### src/rtl/core/midi_file_track_event_parser_assert.svh
// ---------------------------------------------------------------------------
// midi_file_track_event_parser assertion macros
// Shared property macros for the MIDI file track parser.
// ---------------------------------------------------------------------------
`ifndef MIDI_FILE_TRACK_EVENT_PARSER_ASSERT_SVH
`define MIDI_FILE_TRACK_EVENT_PARSER_ASSERT_SVH

// Same-cycle implication, disabled in reset.
`define MFTP_ASSERT_IMP(label, clk, rst, ante, cons, msg) \
  label: assert property (@(posedge clk) disable iff (rst) (ante) |-> (cons)) \
    else $error(msg);

// Next-cycle implication, disabled in reset.
`define MFTP_ASSERT_NXT(label, clk, rst, ante, cons, msg) \
  label: assert property (@(posedge clk) disable iff (rst) (ante) |=> (cons)) \
    else $error(msg);

`endif

### src/rtl/core/mftp_pkg.sv
// ---------------------------------------------------------------------------
// mftp_pkg
// Types and constants shared by the MIDI file track parser modules.
// ---------------------------------------------------------------------------
package mftp_pkg;

  // Width of the internal tick counter; the tick port shows its low 32 bits.
  localparam int TICK_BITS = 32;

  // File magic words
  localparam logic [31:0] MAGIC_MTHD = 32'h4d546864;
  localparam logic [31:0] MAGIC_MTRK = 32'h4d54726b;

  // Status byte codes
  localparam logic [7:0] ST_SYSEX     = 8'hF0;
  localparam logic [7:0] ST_SYSEX_ESC = 8'hF7;
  localparam logic [7:0] ST_META      = 8'hFF;
  localparam logic [7:0] ST_NOTE_OFF  = 8'h80;
  localparam logic [7:0] ST_NOTE_ON   = 8'h90;
  localparam logic [7:0] ST_PROG_CHG  = 8'hC0;
  localparam logic [7:0] ST_CHAN_PRES = 8'hD0;
  localparam logic [7:0] ST_PITCH_BND = 8'hE0;
  localparam logic [7:0] TYPE_MASK    = 8'hF0;
  localparam logic [7:0] LOW7_MASK    = 8'h7F;

  // Result kinds
  localparam logic [2:0] K_NOTE_OFF  = 3'd0;
  localparam logic [2:0] K_NOTE_ON   = 3'd1;
  localparam logic [2:0] K_BAD_MAGIC = 3'd2;
  localparam logic [2:0] K_SMPTE     = 3'd3;
  localparam logic [2:0] K_UNKNOWN   = 3'd4;

  // Byte counts of fixed header fields
  localparam logic [2:0] LEN_WORD = 3'd4;
  localparam logic [2:0] LEN_DIV  = 3'd2;

  // Parser phases
  typedef enum logic [3:0] {
    PH_MAGIC    = 4'd0,
    PH_HDRLEN   = 4'd1,
    PH_FMT      = 4'd2,
    PH_DIV      = 4'd3,
    PH_TRKMAGIC = 4'd4,
    PH_TRKLEN   = 4'd5,
    PH_DELTA    = 4'd6,
    PH_STATUS   = 4'd7,
    PH_DATA1    = 4'd8,
    PH_DATA2    = 4'd9,
    PH_METATYPE = 4'd10,
    PH_SKIPLEN  = 4'd11,
    PH_SKIP     = 4'd12,
    PH_DONE     = 4'd13
  } phase_t;

  // One input byte with its file start mark
  typedef struct packed {
    logic [7:0] data_byte;
    logic       file_start;
  } mftp_item_t;

  // One result
  typedef struct packed {
    logic [2:0]  kind;
    logic [7:0]  pitch;
    logic [7:0]  velocity;
    logic [31:0] tick;
  } mftp_result_t;

endpackage

### src/rtl/core/mftp_in_reg.sv
// ---------------------------------------------------------------------------
// mftp_in_reg
// Input register: holds one byte until the parser consumes it.
// ---------------------------------------------------------------------------
module mftp_in_reg (
  input  logic               clk,
  input  logic               rst,
  input  logic               in_valid,
  output logic               in_stall,
  input  mftp_pkg::mftp_item_t in_item,
  input  logic               take,
  output logic               item_valid,
  output mftp_pkg::mftp_item_t item
);
  import mftp_pkg::*;

  // Stall only while a held byte cannot move on
  assign in_stall = item_valid && !take;

  // Valid flag
  always_ff @(posedge clk) begin
    if (rst) begin
      item_valid <= 1'b0;
    end else if (!in_stall) begin
      item_valid <= in_valid;
    end
  end

  // Payload, no reset needed
  always_ff @(posedge clk) begin
    if (!in_stall && in_valid) begin
      item <= in_item;
    end
  end

endmodule

### src/rtl/core/mftp_step.sv
// ---------------------------------------------------------------------------
// mftp_step
// Parser state and the per-byte decode: header checks, track length,
// delta times, running status, skip lengths and note events.
// ---------------------------------------------------------------------------
`include "midi_file_track_event_parser_assert.svh"

module mftp_step (
  input  logic                   clk,
  input  logic                   rst,
  input  logic                   go,
  input  mftp_pkg::mftp_item_t   item,
  output logic                   res_valid,
  output mftp_pkg::mftp_result_t res
);
  import mftp_pkg::*;

  // State registers
  phase_t                 phase;
  logic [2:0]             hdr_count;
  logic [31:0]            track_remaining;
  logic [31:0]            length_acc;
  logic [TICK_BITS-1:0]   tick_count;
  logic [7:0]             run_status;
  logic [7:0]             current_status;
  logic [7:0]             held_pitch;
  logic [31:0]            skip_remaining;
  logic                   halted;

  phase_t                 phase_next;
  logic [2:0]             hdr_count_next;
  logic [31:0]            track_remaining_next;
  logic [31:0]            length_acc_next;
  logic [TICK_BITS-1:0]   tick_count_next;
  logic [7:0]             run_status_next;
  logic [7:0]             current_status_next;
  logic [7:0]             held_pitch_next;
  logic [31:0]            skip_remaining_next;
  logic                   halted_next;

  // State as seen by this byte (file start restarts everything)
  phase_t                 cur_phase;
  logic [2:0]             cur_count;
  logic [31:0]            cur_track;
  logic [31:0]            cur_acc;
  logic [TICK_BITS-1:0]   cur_tick;
  logic [7:0]             cur_rs;
  logic [7:0]             cur_cs;
  logic [7:0]             cur_pitch;
  logic [31:0]            cur_skip;
  logic                   cur_halted;

  logic [7:0]  b;
  logic        active;
  logic [2:0]  count_inc;
  logic        collect_done;
  logic [31:0] acc_shift8;
  logic [31:0] acc_shift7;
  logic [31:0] track_dec;
  logic [31:0] skip_dec;
  phase_t      end_phase;
  logic [7:0]  st_cs;
  logic [7:0]  st_type;
  logic [7:0]  d1_type;
  logic [7:0]  cs_type;
  logic        st_meta;
  logic        st_sysex;
  logic        st_bad;
  logic        res_err;

  assign b = item.data_byte;

  // Restart on file start
  always_comb begin
    if (item.file_start) begin
      cur_phase  = PH_MAGIC;
      cur_count  = '0;
      cur_track  = '0;
      cur_acc    = '0;
      cur_tick   = '0;
      cur_rs     = '0;
      cur_cs     = '0;
      cur_pitch  = '0;
      cur_skip   = '0;
      cur_halted = 1'b0;
    end else begin
      cur_phase  = phase;
      cur_count  = hdr_count;
      cur_track  = track_remaining;
      cur_acc    = length_acc;
      cur_tick   = tick_count;
      cur_rs     = run_status;
      cur_cs     = current_status;
      cur_pitch  = held_pitch;
      cur_skip   = skip_remaining;
      cur_halted = halted;
    end
  end

  // Shared decode terms
  assign active       = !cur_halted && (cur_phase != PH_DONE);
  assign count_inc    = cur_count + 3'd1;
  assign collect_done = count_inc >= ((cur_phase == PH_DIV) ? LEN_DIV : LEN_WORD);
  assign acc_shift8   = {cur_acc[23:0], b};
  assign acc_shift7   = {cur_acc[24:0], b[6:0]};
  assign track_dec    = ((cur_phase >= PH_DELTA) && (cur_track != '0)) ?
                        cur_track - 32'd1 : cur_track;
  assign skip_dec     = (cur_skip != '0) ? cur_skip - 32'd1 : cur_skip;
  assign end_phase    = (track_dec == '0) ? PH_DONE : PH_DELTA;

  // Status byte decode, running status applied
  assign st_cs    = b[7] ? b : cur_rs;
  assign st_type  = st_cs & TYPE_MASK;
  assign st_meta  = (st_cs == ST_META);
  assign st_sysex = (st_cs == ST_SYSEX) || (st_cs == ST_SYSEX_ESC);
  assign st_bad   = (st_type < ST_NOTE_OFF) || (st_type > ST_PITCH_BND);
  assign cs_type  = cur_cs & TYPE_MASK;
  assign d1_type  = (cur_phase == PH_STATUS) ? st_type : cs_type;

  // Next state
  always_comb begin
    phase_next           = cur_phase;
    hdr_count_next       = cur_count;
    track_remaining_next = cur_track;
    length_acc_next      = cur_acc;
    tick_count_next      = cur_tick;
    run_status_next      = cur_rs;
    current_status_next  = cur_cs;
    held_pitch_next      = cur_pitch;
    skip_remaining_next  = cur_skip;
    halted_next          = cur_halted;
    if (active) begin
      track_remaining_next = track_dec;
      case (cur_phase)
        PH_MAGIC, PH_HDRLEN, PH_FMT, PH_DIV, PH_TRKMAGIC, PH_TRKLEN: begin
          length_acc_next = acc_shift8;
          hdr_count_next  = count_inc;
          if (collect_done) begin
            length_acc_next = '0;
            hdr_count_next  = '0;
            case (cur_phase)
              PH_MAGIC: begin
                if (acc_shift8 != MAGIC_MTHD) halted_next = 1'b1;
                else phase_next = PH_HDRLEN;
              end
              PH_HDRLEN: phase_next = PH_FMT;
              PH_FMT:    phase_next = PH_DIV;
              PH_DIV: begin
                if (acc_shift8[15]) halted_next = 1'b1;
                else phase_next = PH_TRKMAGIC;
              end
              PH_TRKMAGIC: begin
                if (acc_shift8 != MAGIC_MTRK) halted_next = 1'b1;
                else phase_next = PH_TRKLEN;
              end
              default: begin
                // track length loaded, track starts
                track_remaining_next = acc_shift8;
                tick_count_next      = '0;
                run_status_next      = '0;
                phase_next           = (acc_shift8 == '0) ? PH_DONE : PH_DELTA;
              end
            endcase
          end
        end
        PH_DELTA: begin
          length_acc_next = acc_shift7;
          if (!b[7]) begin
            tick_count_next = cur_tick + TICK_BITS'(acc_shift7);
            length_acc_next = '0;
            phase_next      = PH_STATUS;
          end
        end
        PH_STATUS, PH_DATA1: begin
          if (cur_phase == PH_STATUS) begin
            current_status_next = st_cs;
            if (b[7] && (b < ST_SYSEX)) run_status_next = b;
          end
          if ((cur_phase == PH_STATUS) && st_meta) begin
            run_status_next = '0;
            phase_next      = PH_METATYPE;
          end else if ((cur_phase == PH_STATUS) && st_sysex) begin
            run_status_next = '0;
            length_acc_next = '0;
            phase_next      = PH_SKIPLEN;
          end else if ((cur_phase == PH_STATUS) && st_bad) begin
            halted_next = 1'b1;
          end else if ((cur_phase == PH_STATUS) && b[7]) begin
            phase_next = PH_DATA1;
          end else if ((d1_type == ST_PROG_CHG) || (d1_type == ST_CHAN_PRES)) begin
            phase_next = end_phase;
          end else begin
            held_pitch_next = b;
            phase_next      = PH_DATA2;
          end
        end
        PH_DATA2: phase_next = end_phase;
        PH_METATYPE: begin
          length_acc_next = '0;
          phase_next      = PH_SKIPLEN;
        end
        PH_SKIPLEN: begin
          length_acc_next = acc_shift7;
          if (!b[7]) begin
            skip_remaining_next = acc_shift7;
            length_acc_next     = '0;
            phase_next          = (acc_shift7 == '0) ? end_phase : PH_SKIP;
          end
        end
        PH_SKIP: begin
          skip_remaining_next = skip_dec;
          if (skip_dec == '0) phase_next = end_phase;
        end
        default: ;
      endcase
    end
  end

  // Result for this byte
  always_comb begin
    res_valid    = 1'b0;
    res.kind     = K_NOTE_OFF;
    res.pitch    = '0;
    res.velocity = '0;
    res.tick     = 32'(cur_tick);
    if (active) begin
      case (cur_phase)
        PH_MAGIC: begin
          if (collect_done && (acc_shift8 != MAGIC_MTHD)) begin
            res_valid = 1'b1;
            res.kind  = K_BAD_MAGIC;
          end
        end
        PH_DIV: begin
          if (collect_done && acc_shift8[15]) begin
            res_valid = 1'b1;
            res.kind  = K_SMPTE;
          end
        end
        PH_TRKMAGIC: begin
          if (collect_done && (acc_shift8 != MAGIC_MTRK)) begin
            res_valid = 1'b1;
            res.kind  = K_BAD_MAGIC;
          end
        end
        PH_STATUS: begin
          if (!st_meta && !st_sysex && st_bad) begin
            res_valid = 1'b1;
            res.kind  = K_UNKNOWN;
          end
        end
        PH_DATA2: begin
          if (cs_type == ST_NOTE_OFF) begin
            res_valid = 1'b1;
            res.pitch = cur_pitch;
          end else if (cs_type == ST_NOTE_ON) begin
            res_valid    = 1'b1;
            res.kind     = (b == '0) ? K_NOTE_OFF : K_NOTE_ON;
            res.pitch    = cur_pitch;
            res.velocity = b;
          end
        end
        default: ;
      endcase
    end
  end

  // State update, one byte per transfer
  always_ff @(posedge clk) begin
    if (rst) begin
      phase           <= PH_MAGIC;
      hdr_count       <= '0;
      track_remaining <= '0;
      length_acc      <= '0;
      tick_count      <= '0;
      run_status      <= '0;
      current_status  <= '0;
      held_pitch      <= '0;
      skip_remaining  <= '0;
      halted          <= 1'b0;
    end else if (go) begin
      phase           <= phase_next;
      hdr_count       <= hdr_count_next;
      track_remaining <= track_remaining_next;
      length_acc      <= length_acc_next;
      tick_count      <= tick_count_next;
      run_status      <= run_status_next;
      current_status  <= current_status_next;
      held_pitch      <= held_pitch_next;
      skip_remaining  <= skip_remaining_next;
      halted          <= halted_next;
    end
  end

  // Error results
  assign res_err = res_valid &&
                   (res.kind == K_BAD_MAGIC || res.kind == K_SMPTE || res.kind == K_UNKNOWN);

  // Checks
  `MFTP_ASSERT_IMP(a_halt_quiet, clk, rst, go && cur_halted, !res_valid, "result while halted")
  `MFTP_ASSERT_NXT(a_err_halts, clk, rst, go && res_err, halted, "error did not halt parser")
  `MFTP_ASSERT_NXT(a_idle_hold, clk, rst, !go, $stable(phase) && $stable(tick_count), "idle move")

endmodule

### src/rtl/core/mftp_out_reg.sv
// ---------------------------------------------------------------------------
// mftp_out_reg
// Result register: holds one result until the receiver takes it.
// ---------------------------------------------------------------------------
module mftp_out_reg (
  input  logic                   clk,
  input  logic                   rst,
  input  logic                   load,
  input  mftp_pkg::mftp_result_t load_res,
  output logic                   out_free,
  output logic                   out_valid,
  input  logic                   out_stall,
  output mftp_pkg::mftp_result_t out_res
);
  import mftp_pkg::*;

  // Room for a new result when empty or being taken this cycle
  assign out_free = !out_valid || !out_stall;

  // Valid flag
  always_ff @(posedge clk) begin
    if (rst) begin
      out_valid <= 1'b0;
    end else if (load) begin
      out_valid <= 1'b1;
    end else if (!out_stall) begin
      out_valid <= 1'b0;
    end
  end

  // Payload
  always_ff @(posedge clk) begin
    if (load) begin
      out_res <= load_res;
    end
  end

endmodule

### src/rtl/core/midi_file_track_event_parser.sv
// Path: a transferred byte is held in the input register; when it moves on, its
//   result is loaded into the result register, from which the result transfers.
// Throughput: one byte per cycle; the input stalls only while a byte with a result
//   waits for a full result register to drain.
// Reset: synchronous; parser restarts in the header magic phase, both registers empty.
// ---------------------------------------------------------------------------
// midi_file_track_event_parser
// Standard MIDI file track parser: one byte in, at most one note or error
// result out, with input and result registers around the decode.
// ---------------------------------------------------------------------------
module midi_file_track_event_parser (
  input  logic        clk,
  input  logic        rst,
  input  logic        in_valid,
  output logic        in_stall,
  input  logic [7:0]  data_byte,
  input  logic        file_start,
  output logic        out_valid,
  input  logic        out_stall,
  output logic [2:0]  kind,
  output logic [7:0]  pitch,
  output logic [7:0]  velocity,
  output logic [31:0] tick
);
  import mftp_pkg::*;

  mftp_item_t   in_item;
  mftp_item_t   item;
  logic         item_valid;
  logic         go;
  logic         res_valid;
  mftp_result_t res;
  logic         out_free;
  mftp_result_t out_res;

  assign in_item.data_byte  = data_byte;
  assign in_item.file_start = file_start;

  // Byte moves on unless its result has nowhere to go
  assign go = item_valid && (!res_valid || out_free);

  mftp_in_reg u_in (
    .clk        (clk),
    .rst        (rst),
    .in_valid   (in_valid),
    .in_stall   (in_stall),
    .in_item    (in_item),
    .take       (go),
    .item_valid (item_valid),
    .item       (item)
  );

  mftp_step u_step (
    .clk       (clk),
    .rst       (rst),
    .go        (go),
    .item      (item),
    .res_valid (res_valid),
    .res       (res)
  );

  mftp_out_reg u_out (
    .clk       (clk),
    .rst       (rst),
    .load      (go && res_valid),
    .load_res  (res),
    .out_free  (out_free),
    .out_valid (out_valid),
    .out_stall (out_stall),
    .out_res   (out_res)
  );

  assign kind     = out_res.kind;
  assign pitch    = out_res.pitch;
  assign velocity = out_res.velocity;
  assign tick     = out_res.tick;

endmodule

### config.mk
export PLATFORM = sky130hd
export DESIGN_NAME = midi_file_track_event_parser
export DESIGN_NICKNAME = d
export VERILOG_FILES = /design/src/rtl/core/mftp_pkg.sv /design/src/rtl/core/mftp_in_reg.sv /design/src/rtl/core/mftp_step.sv /design/src/rtl/core/mftp_out_reg.sv /design/src/rtl/core/midi_file_track_event_parser.sv
export VERILOG_INCLUDE_DIRS = /design/src /design/src/rtl/core
export SDC_FILE = /design/constraint.sdc
export NUM_CORES = 1
export LEC_CHECK = 0
export ABC_AREA = 1
export BUFFER_PORTS_ARGS = -buffer_cell sky130_fd_sc_hd__buf_4
export CORE_MARGIN = 2
export CORE_UTILIZATION = 55
export CTS_BUF_LIST = sky130_fd_sc_hd__clkbuf_8
export CTS_CLUSTER_DIAMETER = 100
export DETAILED_ROUTE_END_ITERATION = 7
export MAX_ROUTING_LAYER = met4
export PLACE_DENSITY = 0.75
export SKIP_LAST_GASP = 1
export SYNTH_ARGS = -nofsm -noshare
export SYNTH_HDL_FRONTEND = slang
export SYNTH_HIERARCHICAL = 1
export SYNTH_SLANG_ARGS = --single-unit
### constraint.sdc
create_clock -name clk -period 4.42 [get_ports clk]
set_input_delay 0.663 -clock clk [delete_from_list [all_inputs] [get_ports clk]]
set_output_delay 0.663 -clock clk [all_outputs]
set_load 0.005 [all_outputs]
Word-level counts from Yosys, hierarchy flattened

Cells that the tools add are included.

Order comparisons: 5
Equality and inequality tests: 23
Shift-type cells: 0
Multipliers: 0
Add/sub/neg operators: 4
Bitwise logic cells: 3
Reductions and logical operators: 43
Multiplexer cells: 101
Div/mod/pow operators: 0

Operator list:

| operator                | number |
|---|---|
| $mux W32                | 21 |
| $mux W8                 | 23 |
| $logic_not A32 Y1       | 4 |
| $pmux W32 S2            | 2 |
| $pmux W32 S4            | 1 |
| $mux W4                 | 17 |
| $ne A32 B31 Y1 const B  | 2 |
| $reduce_bool A32 Y1     | 2 |
| $sub A32 B1 Y32 const B | 2 |
| $eq A8 B8 Y1 const B    | 5 |
| $add A32 B32 Y32        | 1 |
| $eq A4 B4 Y1 const B    | 7 |
| $pmux W4 S7             | 1 |
| $mux W3                 | 7 |
| $pmux W4 S5             | 1 |
| $mux W1                 | 19 |
| $mux W19                | 1 |
| $eq A4 B3 Y1 const B    | 4 |
| $logic_and A1 B1 Y1     | 16 |
| $lt A8 B8 Y1 const B    | 2 |
| $pmux W8 S2             | 1 |
| $pmux W3 S5             | 1 |
| $eq A4 B2 Y1 const B    | 2 |
| $gt A8 B8 Y1 const B    | 1 |
| 20 further kinds        | 36 |

Latch bits: 0
Word-level logic and storage cells: 197
ROM bits: 0
Bits of input ports: 13
Output and inout port bits: 53
Flip-flop bits (word level): 222
Memory bits (writable): 0
Memories kept: 0

Longest topological paths before layout

Gate-level depths: netlist of run 1.

Word-level depth: 17
Gate-level depth with buffers: 27
Gate-level depth less buffers: 24

Hierarchy

Netlist of run 1, hierarchy kept.

By module, submodules not included:

| module                       | instances | sequential area each (um^2) | cells an instance | area an instance (um^2) |
|---|---|---|---|---|
| mftp_step                    | 1         | 2982.9                      | 2559              | 14386.3 |
| mftp_out_reg                 | 1         | 1551.5                      | 55                | 1570.3 |
| mftp_in_reg                  | 1         | 290.3                       | 16                | 316.6 |
| midi_file_track_event_parser | 1         | 0.0                         | 5                 | 25.0 |

Worst setup path after synthesis of run 1

No wires, ideal clock.

Path type: reg2reg
Start point: register u_in/item[0] (netlist name)
End point: register u_out/out_res[0] (netlist name)
Data required time: 4.014 ns
Buffers on the path: 5
Data arrival time: 4.120 ns
Cell stages (with the launch flop): 17
Setup slack: -0.106 ns
Clock period less this slack: 4.526 ns
Setup time: 0.406 ns
Cell sequence: edfxtp_1 clkbuf_1 clkbuf_1 clkbuf_1 buf_1 nor2_1 ha_1 inv_1 ha_1 nand2_1 nand2_1 a21o_1 clkbuf_1 nand2_1 a31oi_1 nand3_1 inv_1

Longest elaborated chain between the ends: 14
Elaborated cells between the ends (all ways): 48
Those cells by class: add/sub (1); order compare (3); eq/ne (12); mux (16); reduce/logical (16)

Ends and longest elaborated chain:

| element                                                               | line                               | text |
|---|---|---|
| parallel branches: the longest is 9 deep, another holds $add A3 B1 Y3 | -                                  |  |
| $mux W1 (*)                                                           | mftp_step.sv:226                   | `if (active) begin` |
| via res_valid                                                         | midi_file_track_event_parser.sv:31 | `logic res_valid;` |
| $logic_not A1 Y1                                                      | midi_file_track_event_parser.sv:40 | `assign go = item_valid && (!res_valid \|\| out_free);` |
| $logic_or A1 B1 Y1                                                    | midi_file_track_event_parser.sv:40 |  |
| $logic_and A1 B1 Y1                                                   | midi_file_track_event_parser.sv:40 |  |
| $logic_and A1 B1 Y1 (*)                                               | midi_file_track_event_parser.sv:65 | `.load (go && res_valid),` |

Mark *: on every way through the listed nets, which the timed path passes.
A chain may end at the register's enable or synchronous reset.

Final worst setup path of run 1

Start point: register u_in/item[0] (netlist name)
End point: output in_stall

Longest elaborated chain between the ends: 15
Elaborated cells between the ends (all ways): 49
Those cells by class: add/sub (1); order compare (3); eq/ne (12); mux (16); reduce/logical (17)

Ends and longest elaborated chain:

| element                                                               | line                               | text |
|---|---|---|
| parallel branches: the longest is 9 deep, another holds $add A3 B1 Y3 | -                                  |  |
| $mux W1 (*)                                                           | mftp_step.sv:226                   |  |
| via res_valid                                                         | midi_file_track_event_parser.sv:31 |  |
| $logic_not A1 Y1 (*)                                                  | midi_file_track_event_parser.sv:40 |  |
| $logic_or A1 B1 Y1 (*)                                                | midi_file_track_event_parser.sv:40 |  |
| $logic_and A1 B1 Y1 (*)                                               | midi_file_track_event_parser.sv:40 |  |
| via go                                                                | midi_file_track_event_parser.sv:30 | `logic go;` |
| $logic_not A1 Y1 (*)                                                  | mftp_in_reg.sv:18                  | `assign in_stall = item_valid && !take;` |
| $logic_and A1 B1 Y1 (*)                                               | mftp_in_reg.sv:18                  |  |
| end: declaration                                                      | midi_file_track_event_parser.sv:15 | `output logic in_stall,` |

Marked as above.

==> results.py, run 1 <==
metrics = {
    "synthesis": {
        "syn-cell-area_um2": 16300,
        "synth-main-ff-cell": "dfxtp_1",
        "synth-edff-count": 60,
        "yosys.area.top_type_share": 0.1855,
        "synthArstFlopShare": 0,
        "syn_nets": 2685,
        "ys_seq_area_frac": 0.2960,
        "yosys_warnings": 6,
        "synth-seq-cells": 211,
        "yosysTopAreaCell": "dfxtp_1",
        "netlist_instances": 2635,
        "synthDistinctLibCells": 48,
        "syn_area_per_cell_um2": 6.185,
        "synth_area_leaders": "dfxtp_1, nand2_1, edfxtp_1",
    },
    "timing": {
        "finClkSkew_ps": 26.17,
        "final_max_slew_viol_count": 0,
        "final.setup.tns_ps": 0,
        "min_period_ps": 4207,
        "fin_crit_sh": 0.9518,
        "rsz0062_at_grt": "no",
        "clock.fmax_mhz": 237.7,
        "tightest_slew_ps": 1209,
        "finalHoldViolCount": 0,
        "max-slew-margin-rel": 0.1937,
        "setup_viol": 0,
    },
    "cts": {
        "path_clk_slew_ps": 60,
        "cts_buffers": 40,
        "worstSkewPairLatency_ps": 580,
        "htreeDepth": 2,
        "clock_path_buffers": 3,
        "clk_root_buffer_cell": "clkbuf_8",
        "cts_tree": "done",
        "clock-sinks": 211,
    },
    "routing": {
        "ant_nets": 0,
        "wl_per_cell_um": 19.65,
        "num_vias": 19090,
        "drt_iter0_drc": 2277,
        "routed_wirelength_mm": 61.24,
        "via_per_inst": 6.126,
        "route.detailed.drc": 0,
        "first_pass_iters": 6,
    },
    "status": {
        "outcome": "completed",
    },
    "cells_and_area": {
        "post_route_cells_drive_above_1_share": 0.09658,
        "fillers": 2827,
        "finalNetCount": 2741,
        "layout.cells.non_filler": 3116,
        "syn2layout_area_growth_pct": 11.99,
        "layout_commonest_cell": "nand2_1",
        "final_cell_mix": "nand2_1, inv_1, nor2_1, a21oi_1, o21ai_0",
    },
    "setup_path": {
        "startpoint_type": "register",
        "path_class": "reg -> out",
        "cp.required_ps": 3760,
        "cp-end-kind": "primary output",
        "cp_max_fo": 46,
        "worst_path_largest_cell_delay_ps": 680,
        "path_cells": "buf_12 -> nor2_1 -> inv_1 -> nand2_1 -> nor3_1 -> nand3b_1 -> a21oi_1 -> nand2_1 -> nand2_1 -> a31oi_2 -> a21oi_4 -> inv_1 -> nand2_2 -> inv_2 -> buf_4",
        "slowest_stage": "nor2_1",
        "crit_path_frequent_cell": "nand2_1",
        "cp_data_arrival_time_ps": 3540,
        "r2r_cells": 15,
    },
    "die": {
        "core_area_um2": 29400,
        "io-pin-count": 66,
        "num_rows": 63,
        "die_h_um": 176.1,
        "start_util": 0.5543,
        "die_area_um2": 31030,
        "die_w_um": 176.1,
    },
    "place": {
        "dpl.hpwl_mm": 43.06,
        "gp_congestion": 1.043,
        "portBuffers": 65,
        "placed_cells": 3039,
    },
    "pwr": {
        "ir_drop_mv": 0.2099,
        "power_density_nw_per_um2": 301.1,
        "p_leak_nw": 8.818,
    },
    "job": {
        "cap_viol_max_count": 0,
    },
    "global_routing": {
        "grt_pass1_vias": 17410,
        "grt-ovfl-total": 0,
        "grt_pass1_wl_mm": 95.25,
        "grt.total_usage": 0.3971,
        "antenna_found_initial": 1,
        "grt_max_degree": 101,
    },
    "hold_path": {
        "hold_path.class": "in -> reg",
        "hold_depth": 1,
    },
}
[sequential cells by signal, indices dropped and copies added, names as in the netlist]
name	cells
u_step/current_status	4
u_step/skip_remaining	32
u_out/out_res	51
u_step/length_acc	25
u_step/track_remaining	32
u_step/run_status	8
u_out/out_valid	1
u_step/tick_count	32
u_step/phase	4
u_step/halted	1
u_in/item_valid	1
u_in/item	9
u_step/hdr_count	3
u_step/held_pitch	8
[path summary, 6_finish.rpt]
kind                                                      endpoint                               from  slack, ps
worst max register to register  u_step/tick_count[24]$_SDFFE_PP0P_             u_in/item[0]$_DFFE_PP_        310
worst min register to register   u_step/held_pitch[1]$_SDFFE_PP0P_  u_step/held_pitch[1]$_SDFFE_PP0P_        460
worst min-delay path                        u_in/item[6]$_DFFE_PP_                       data_byte[5]        280
worst max-delay path                                      in_stall             u_in/item[0]$_DFFE_PP_        210
[logic make-up after synthesis]
kind of cell	Yosys count	share of synthesized area
buf+inv	437	0.1046
flops	211	0.2960
compound gates	715	0.2480
simple gates	1197	0.3021
fa+ha+maj	37	0.02887
xor+xnor	38	0.02042
[cell usage after synthesis (25+ instances only)]
library cell / number
a21oi_1: 271
a221oi_1: 26
a31oi_1: 26
clkbuf_1: 93
dfxtp_1: 151
edfxtp_1: 60
ha_1: 36
inv_1: 282
nand2_1: 685
nand3_1: 121
nand4_1: 40
nor2_1: 282
nor3_1: 25
o211ai_1: 52
o21ai_0: 232
o22ai_1: 46
xor2_1: 33
[through the flow]
step	total power, W	hold WS, ps	cell area (µm²)	utilization	setup slack (ps)
global route	0.005758	261.3	18250	0.6206	23.98
CTS	0.005484	255.2	18230	0.6200	48.56
finish	0.005495	276.6	18250	0.6208	213.0
detailed placement	0.003644	457.0	17480	0.5946	472.0
floorplan	0.003192	444.6	16300	-	194.0
global placement	0.003630	450.7	17480	0.5946	615.0
[critical path, delay by kind of cell, from the launching register on]
kind	cells	cell delay (ps)
DFF	1	570
AOI/OAI and AO/OA	3	450
and+or+nand+nor	7	1250
buffers and inverters	5	690
[area by class of cell]
| cell class | instances | area, µm² | area share |
|---|---|---|---|
| flip-flops and latches | 211 | 4825 | 0.2643 |
| clock buffers | 45 | 619.3 | 0.03393 |
| inverters | 307 | 1167 | 0.06396 |
| clock inverters | 29 | 126.4 | 0.006923 |
| diodes | 3 | 7.507 | 0.0004113 |
| well taps | 390 | 488.0 | 0.02673 |
| repair buffers | 144 | 1219 | 0.06677 |
| multi-input cells | 1987 | 9801 | 0.5369 |
[repair_timing]
action / CTS / global route
setup buffers: 0 / 0
setup endpoints to repair: 1 / 2
hold buffers: 0 / 0
resized for setup: 1 / 5
[routing by layer]
layer | GRT usage | wire length (µm) | vias up
met3 | 0.06288 | 6176 | 229
li1 | - | - | 8992
met1 | 0.5193 | 25320 | 8790
met5 | - | 0 | -
met4 | 0.1808 | 3078 | 0
met2 | 0.6054 | 26670 | 1079
[power breakdown]
| part | total, W | internal, W | switching [W] |
|---|---|---|---|
| logic | 0.00149 | 0.000462 | 0.00102 |
| registers | 0.00217 | 0.00209 | 0.0000807 |
| clock network | 0.00183 | 0.000935 | 0.000900 |
| total | 0.00550 | 0.00349 | 0.00200 |
Power figures use the tool's default switching activity.
==> run 2, diff against run 1 <==
--- a/config.mk
+++ b/config.mk
@@ -8,13 +8,15 @@
 export LEC_CHECK = 0
 export ABC_AREA = 1
 export BUFFER_PORTS_ARGS = -buffer_cell sky130_fd_sc_hd__buf_4
+export CELL_PAD_IN_SITES_DETAIL_PLACEMENT = 2
+export CELL_PAD_IN_SITES_GLOBAL_PLACEMENT = 2
 export CORE_MARGIN = 2
-export CORE_UTILIZATION = 55
+export CORE_UTILIZATION = 32
 export CTS_BUF_LIST = sky130_fd_sc_hd__clkbuf_8
 export CTS_CLUSTER_DIAMETER = 100
 export DETAILED_ROUTE_END_ITERATION = 7
 export MAX_ROUTING_LAYER = met4
-export PLACE_DENSITY = 0.75
+export PLACE_DENSITY_LB_ADDON = 0.1
 export SKIP_LAST_GASP = 1
 export SYNTH_ARGS = -nofsm -noshare
 export SYNTH_HDL_FRONTEND = slang
==> run 2 against run 1 <==
  * Combinational power increased by 7%
  * Worst setup slack worse by 18 ps
  * Final area rose by 2.1%
  * Global-route usage down 8.9 points
  * Final cell count up 9.2%
==> results.py, run 2 (synthesis gave the netlist of run 1 again) <==
metrics = {
    "cells_and_area": {
        "final_cell_mix": "nand2_1, inv_1, nor2_1, a21oi_1, o21ai_0",
        "layout_commonest_cell": "nand2_1",
        "finalNetCount": 2748,
        "num_antenna_cells": 0,
        "largest_reg_flops": 51,
        "top_register": "u_out/out_res",
        "syn2layout_area_growth_pct": 14.36,
        "post_route_cells_drive_above_1_share": 0.09850,
    },
    "cts": {
        "clock_path_buffers": 3,
        "path_clk_slew_ps": 60,
        "cts_tree": "done",
        "clock-sinks": 211,
        "cts_buffers": 43,
        "htreeDepth": 2,
        "worstSkewPairLatency_ps": 640,
        "clk_root_buffer_cell": "clkbuf_8",
    },
    "pwr": {
        "p_leak_nw": 8.885,
        "switching_power_w": 0.002207,
        "pwr-share-seq": 0.375,
        "clkPwrFrac": 0.351,
        "p_comb_frac": 0.274,
        "power_density_nw_per_um2": 310.8,
        "total_power_w": 0.005793,
        "p_sw_frac": 0.3809,
        "p_int_w": 0.003586,
        "ir_drop_mv": 0.2137,
    },
    "setup_path": {
        "path_class": "reg -> out",
        "cp-end-kind": "primary output",
        "cp.required_ps": 3760,
        "startpoint_type": "register",
        "cp_data_arrival_time_ps": 3560,
        "crit_path_frequent_cell": "nand2_1",
        "cp_max_fo": 20,
        "crit_family": "buffers and inverters",
        "slowest_stage": "inv_1",
        "worst_path_largest_cell_delay_ps": 390,
        "cp_num_buf_inv": 6,
        "path_cells": "buf_4 -> inv_6 -> nand2_1 -> inv_1 -> nand4_1 -> nor3_1 -> or2_2 -> nand2_1 -> nand2_1 -> a31oi_2 -> a21oi_4 -> inv_1 -> nand2_2 -> inv_2 -> buf_4",
    },
    "routing": {
        "drt_iter0_drc": 1108,
        "wl_per_cell_um": 23.54,
        "ant_nets": 0,
        "num_vias": 19220,
        "routed_wirelength_mm": 80.11,
        "first_pass_iters": 5,
        "route.detailed.drc": 0,
        "via_per_inst": 5.647,
    },
    "die": {
        "die_w_um": 229.7,
        "start_util": 0.3249,
        "core_area_um2": 50170,
        "die_area_um2": 52750,
        "io-pin-count": 66,
        "die_h_um": 229.7,
        "num_rows": 82,
    },
    "timing": {
        "finalHoldViolCount": 0,
        "clock.fmax_mhz": 236.7,
        "max-slew-margin-rel": 0.3005,
        "final_max_slew_viol_count": 0,
        "fin_crit_sh": 0.9558,
        "finClkSkew_ps": 25.83,
        "setup_viol": 0,
        "tightest_slew_ps": 1042,
        "whs_ps": 204.3,
        "min_period_ps": 4225,
    },
    "global_routing": {
        "antenna_found_initial": 0,
        "grt_pass1_vias": 20620,
        "grt.total_usage": 0.3086,
        "grt-ovfl-total": 0,
        "grt_pass1_wl_mm": 123.7,
        "grt_max_degree": 130,
    },
    "job": {
        "cap_viol_max_count": 0,
    },
    "place": {
        "portBuffers": 65,
        "dpl.hpwl_mm": 57.88,
        "gp_congestion": 0.9330,
    },
    "status": {
        "outcome": "completed",
    },
    "hold_path": {
        "hold_path.class": "in -> reg",
    },
}
-- run 2: cell count changes in the layout (fill, tap and decap cells not counted), moves of 2 or more --
cell and delta:
buf_12 -7, clkinv_1 -5, clkbuf_8 +2, diode_2 -3, inv_6 +4, buf_4 +8
clkinvlp_4 -2, inv_1 +7
-- run 2: what timing repair did --
| item | in CTS | in global routing |
|---|---|---|
| setup endpoints to repair | 1 | 9 |
| endpoints found under the hold margin | 0 | 0 |
| pin swaps | 0 | 1 |
| setup buffers | 0 | 1 |
| resized for setup | 2 | 7 |
| hold buffers | 0 | 0 |
-- run 2: area by class of cell --
type | count | area, µm²
multi-input combinational | 1987 | 9804
clock inverter | 31 | 161.4
fill | 6222 | 31530
clock buffer | 47 | 646.9
inverter | 307 | 1167
tap | 672 | 840.8
timing repair buffer | 148 | 1192
sequential | 211 | 4825
-- run 2: path summary, 6_finish.rpt --
| path | startpoint | endpoint | slack [ps] | cells past startpoint |
|---|---|---|---|---|
| hold reg to reg | u_step/run_status[0]$_SDFFE_PP0P_ | u_step/run_status[0]$_SDFFE_PP0P_ | 470 | 2 |
| hold / removal | data_byte[5] | u_in/item[6]$_DFFE_PP_ | 200 | 1 |
| setup / recovery | u_in/item[0]$_DFFE_PP_ | in_stall | 200 | 15 |
| setup reg to reg | u_in/item[0]$_DFFE_PP_ | u_step/tick_count[5]$_SDFFE_PP0P_ | 430 | 17 |
-- run 2: worst reg2reg max path, cell delays in order (launching register included) --
cell      delay [ps]
edfxtp_1         380
buf_4            210
buf_6            180
nor2_1           320
nor2_1           110
inv_1            120
nor2_1            90
ha_1             290
nand2_1           50
nand2_1           70
a21o_1           130
nand2_1          110
a31oi_2          280
a21oi_4          130
inv_6            640
buf_4            400
a21oi_1           70
a221oi_1         310
-- run 2: stage by stage --
stage	cell area, µm²	setup TNS (ps)	worst slack [ps]	std cells	utilization
floorplan	16300	0	194.0	2635	-
global placement	17780	0	509.5	3324	0.3545
detailed placement	17780	0	217.5	3324	0.3545
CTS	18600	0	36.10	3402	0.3707
global route	18640	-7.035	-7.035	3403	0.3715
finish	18640	0	195.5	3403	0.3715
-- run 2: layer usage --
metal	global-route usage	wire, µm	vias up
met5	-	0	-
met4	0.08746	2116	0
met3	0.03100	2896	118
met2	0.5155	38230	376
met1	0.3958	36860	9744
li1	-	-	8978
-- run 2: power groups by stage --
stage / clock (W) / combinational [W] / sequential (W)
floorplan: 0 / 0.00101 / 0.00218
global placement: 0 / 0.00150 / 0.00221
detailed placement: 0 / 0.00156 / 0.00221
CTS: 0.00210 / 0.00157 / 0.00217
global route: 0.00218 / 0.00175 / 0.00218
finish: 0.00203 / 0.00159 / 0.00217
==> run 3, diff against run 2 <==
--- a/config.mk
+++ b/config.mk
@@ -11,12 +11,13 @@
 export CELL_PAD_IN_SITES_DETAIL_PLACEMENT = 2
 export CELL_PAD_IN_SITES_GLOBAL_PLACEMENT = 2
 export CORE_MARGIN = 2
-export CORE_UTILIZATION = 32
+export CORE_UTILIZATION = 35
 export CTS_BUF_LIST = sky130_fd_sc_hd__clkbuf_8
 export CTS_CLUSTER_DIAMETER = 100
 export DETAILED_ROUTE_END_ITERATION = 7
 export MAX_ROUTING_LAYER = met4
 export PLACE_DENSITY_LB_ADDON = 0.1
+export REMOVE_ABC_BUFFERS = 1
 export SKIP_LAST_GASP = 1
 export SYNTH_ARGS = -nofsm -noshare
 export SYNTH_HDL_FRONTEND = slang
==> constraint.sdc (replaced) <==
create_clock -name clk -period 4 [get_ports clk]
set_input_delay 0.6 -clock clk [delete_from_list [all_inputs] [get_ports clk]]
set_output_delay 0.6 -clock clk [all_outputs]
set_load 0.005 [all_outputs]
==> run 3 against run 2 <==
  * Clock skew up 17 ps
  * Register-to-register slack worse by 130 ps
  * First-iteration DRC count increased by 4.2%
  * Sequential cell count unchanged
  * Sequential power rose by 11%
  * Critical endpoint unchanged
  * Highest routed layer unchanged
==> results.py, run 3 (synthesis gave the netlist of run 1 again) <==
metrics = {
    "cts": {
        "clock-sinks": 211,
        "cts_tree": "done",
        "clock_path_buffers": 3,
        "clk_root_buffer_cell": "clkbuf_8",
        "path_clk_slew_ps": 60,
        "worstSkewPairLatency_ps": 660,
        "cts_buffers": 44,
        "htreeDepth": 2,
    },
    "routing": {
        "drt_iter0_drc": 1154,
        "route.detailed.drc": 0,
        "num_vias": 19590,
        "via_per_inst": 5.821,
        "first_pass_iters": 5,
        "ant_nets": 0,
        "routed_wirelength_mm": 81.89,
        "wl_per_cell_um": 24.33,
    },
    "die": {
        "die_h_um": 219.8,
        "num_rows": 79,
        "die_area_um2": 48310,
        "io-pin-count": 66,
        "core_area_um2": 46260,
        "die_w_um": 219.8,
        "start_util": 0.3523,
    },
    "setup_path": {
        "ff2ff_setup_slack_ps": 300,
        "r2r_cells": 22,
        "critPathLaunch": "u_in/item[0]$_DFFE_PP_",
        "r2r_start": "u_in/item[0]$_DFFE_PP_",
        "cp_data_arrival_time_ps": 3260,
        "cp-end-kind": "primary output",
        "cp-endpoint": "in_stall",
        "cp_max_fo": 16,
        "r2r_end": "u_step/tick_count[25]$_SDFFE_PP0P_",
        "startpoint_type": "register",
        "cp.required_ps": 3400,
        "path_class": "reg -> out",
    },
    "pwr": {
        "total_power_w": 0.006638,
        "power_density_nw_per_um2": 347.8,
        "ir_drop_mv": 0.2052,
        "p_leak_nw": 9.126,
    },
    "timing": {
        "fin_crit_sh": 0.9650,
        "min_period_ps": 3860,
        "finClkSkew_ps": 43.08,
        "finalHoldViolCount": 0,
        "whs_ps": 121.5,
        "setup_viol": 0,
        "final_max_slew_viol_count": 0,
        "tightest_slew_ps": 1043,
        "max-slew-margin-rel": 0.3047,
        "clock.fmax_mhz": 259.1,
    },
    "cells_and_area": {
        "largest_reg_flops": 51,
        "layout.cells.non_filler": 3366,
        "finalInstanceArea_um2": 19080,
        "fillers": 5819,
        "top_register": "u_out/out_res",
        "post_route_cells_drive_above_1_share": 0.1132,
        "syn2layout_area_growth_pct": 17.08,
        "finalNetCount": 2773,
        "final_cell_mix": "nand2_1, inv_1, nor2_1, a21oi_1, o21ai_0",
        "layout_commonest_cell": "nand2_1",
        "postLayoutCoreUtil": 0.4125,
    },
    "place": {
        "gp_congestion": 0.9497,
        "placed_cells": 3273,
        "placed_cell_area_um2": 17930,
        "dpl.hpwl_mm": 59.43,
        "portBuffers": 65,
    },
    "global_routing": {
        "antenna_found_initial": 6,
        "grt_max_degree": 74,
        "grt_pass1_wl_mm": 124.3,
        "grt-ovfl-total": 0,
        "grt.total_usage": 0.3462,
        "grt_pass1_vias": 21030,
    },
    "status": {
        "outcome": "completed",
    },
    "hold_path": {
        "holdCritStartpoint": "data_byte[5]",
        "hold_path.class": "in -> reg",
    },
    "job": {
        "cap_viol_max_count": 0,
    },
}
[run 3: changes by cell type in the layout (fill, tap and decap cells not counted), moves of 5 or more]
| cell | before | now |
|---|---|---|
| buf_4 | 141 | 149 |
| buf_12 | 4 | 15 |
| clkinv_2 | 8 | 3 |
| nor2_2 | 10 | 16 |
| nor2_1 | 280 | 271 |
[run 3: metrics by stage]
stage	setup WS (ps)	TNS, ps
global route	-0.9652	-0.9652
detailed placement	133.5	0
global placement	270.1	0
finish	140.0	0
CTS	16.42	0
floorplan	-4393	-666330
[run 3: critical path: stages, from the launching register on]
cell,delay (ps)
edfxtp_1,350
buf_6,180
buf_12,190
buf_6,180
nor2_1,110
nor3_2,200
nand3_2,130
nand3b_1,250
a21oi_2,190
nand2_1,100
nand2_2,140
a31oi_4,120
a21oi_4,150
inv_1,60
nand2_2,70
inv_2,40
buf_4,120
[run 3: metal layers]
layer | up-vias | share of wire | track usage
met2 | 486 | 0.48 | 0.5788
met3 | 181 | 0.045 | 0.04638
met5 | - | 0 | -
li1 | 9035 | - | -
met1 | 9891 | 0.43 | 0.4161
met4 | 0 | 0.042 | 0.1521
[run 3: layout make-up]
class	instances	area, µm²	area share
Inverter	307	1165	0.06105
Clock buffer	49	674.4	0.03534
Sequential cell	211	4825	0.2528
Timing Repair Buffer	171	1544	0.08091
Tap cell	607	759.5	0.03980
Antenna cell	2	5.005	0.0002623
Clock inverter	31	200.2	0.01049
Multi-Input combinational cell	1988	9910	0.5193
[run 3: where the power goes]
| part | switching, W | leakage (nW) | internal [W] |
|---|---|---|---|
| logic | 0.00128 | 6.85 | 0.000545 |
| registers | 0.0000950 | 1.77 | 0.00231 |
| clock network | 0.00115 | 0.500 | 0.00126 |
| total | 0.00252 | 9.13 | 0.00412 |
[run 3: worst min path at each step]
stage	endpoint	slack [ps]	cells past startpoint
after floorplan	u_step/hdr_count[1]$_SDFFE_PP0P_	440	2
after global placement	u_step/hdr_count[0]$_SDFFE_PP0P_	450	2
after detailed placement	u_step/phase[3]$_SDFFE_PP0P_	460	2
after CTS	u_in/item[7]$_DFFE_PP_	80	1
after global routing	u_in/item[6]$_DFFE_PP_	100	1
final	u_in/item[6]$_DFFE_PP_	120	1
[run 3: what timing repair did]
item	in CTS	in global routing
pin swaps	1	4
resized for setup	10	29
endpoints found under the setup margin	1	14
buffers inserted	1	7
hold buffers	0	0
gates cloned	2	1
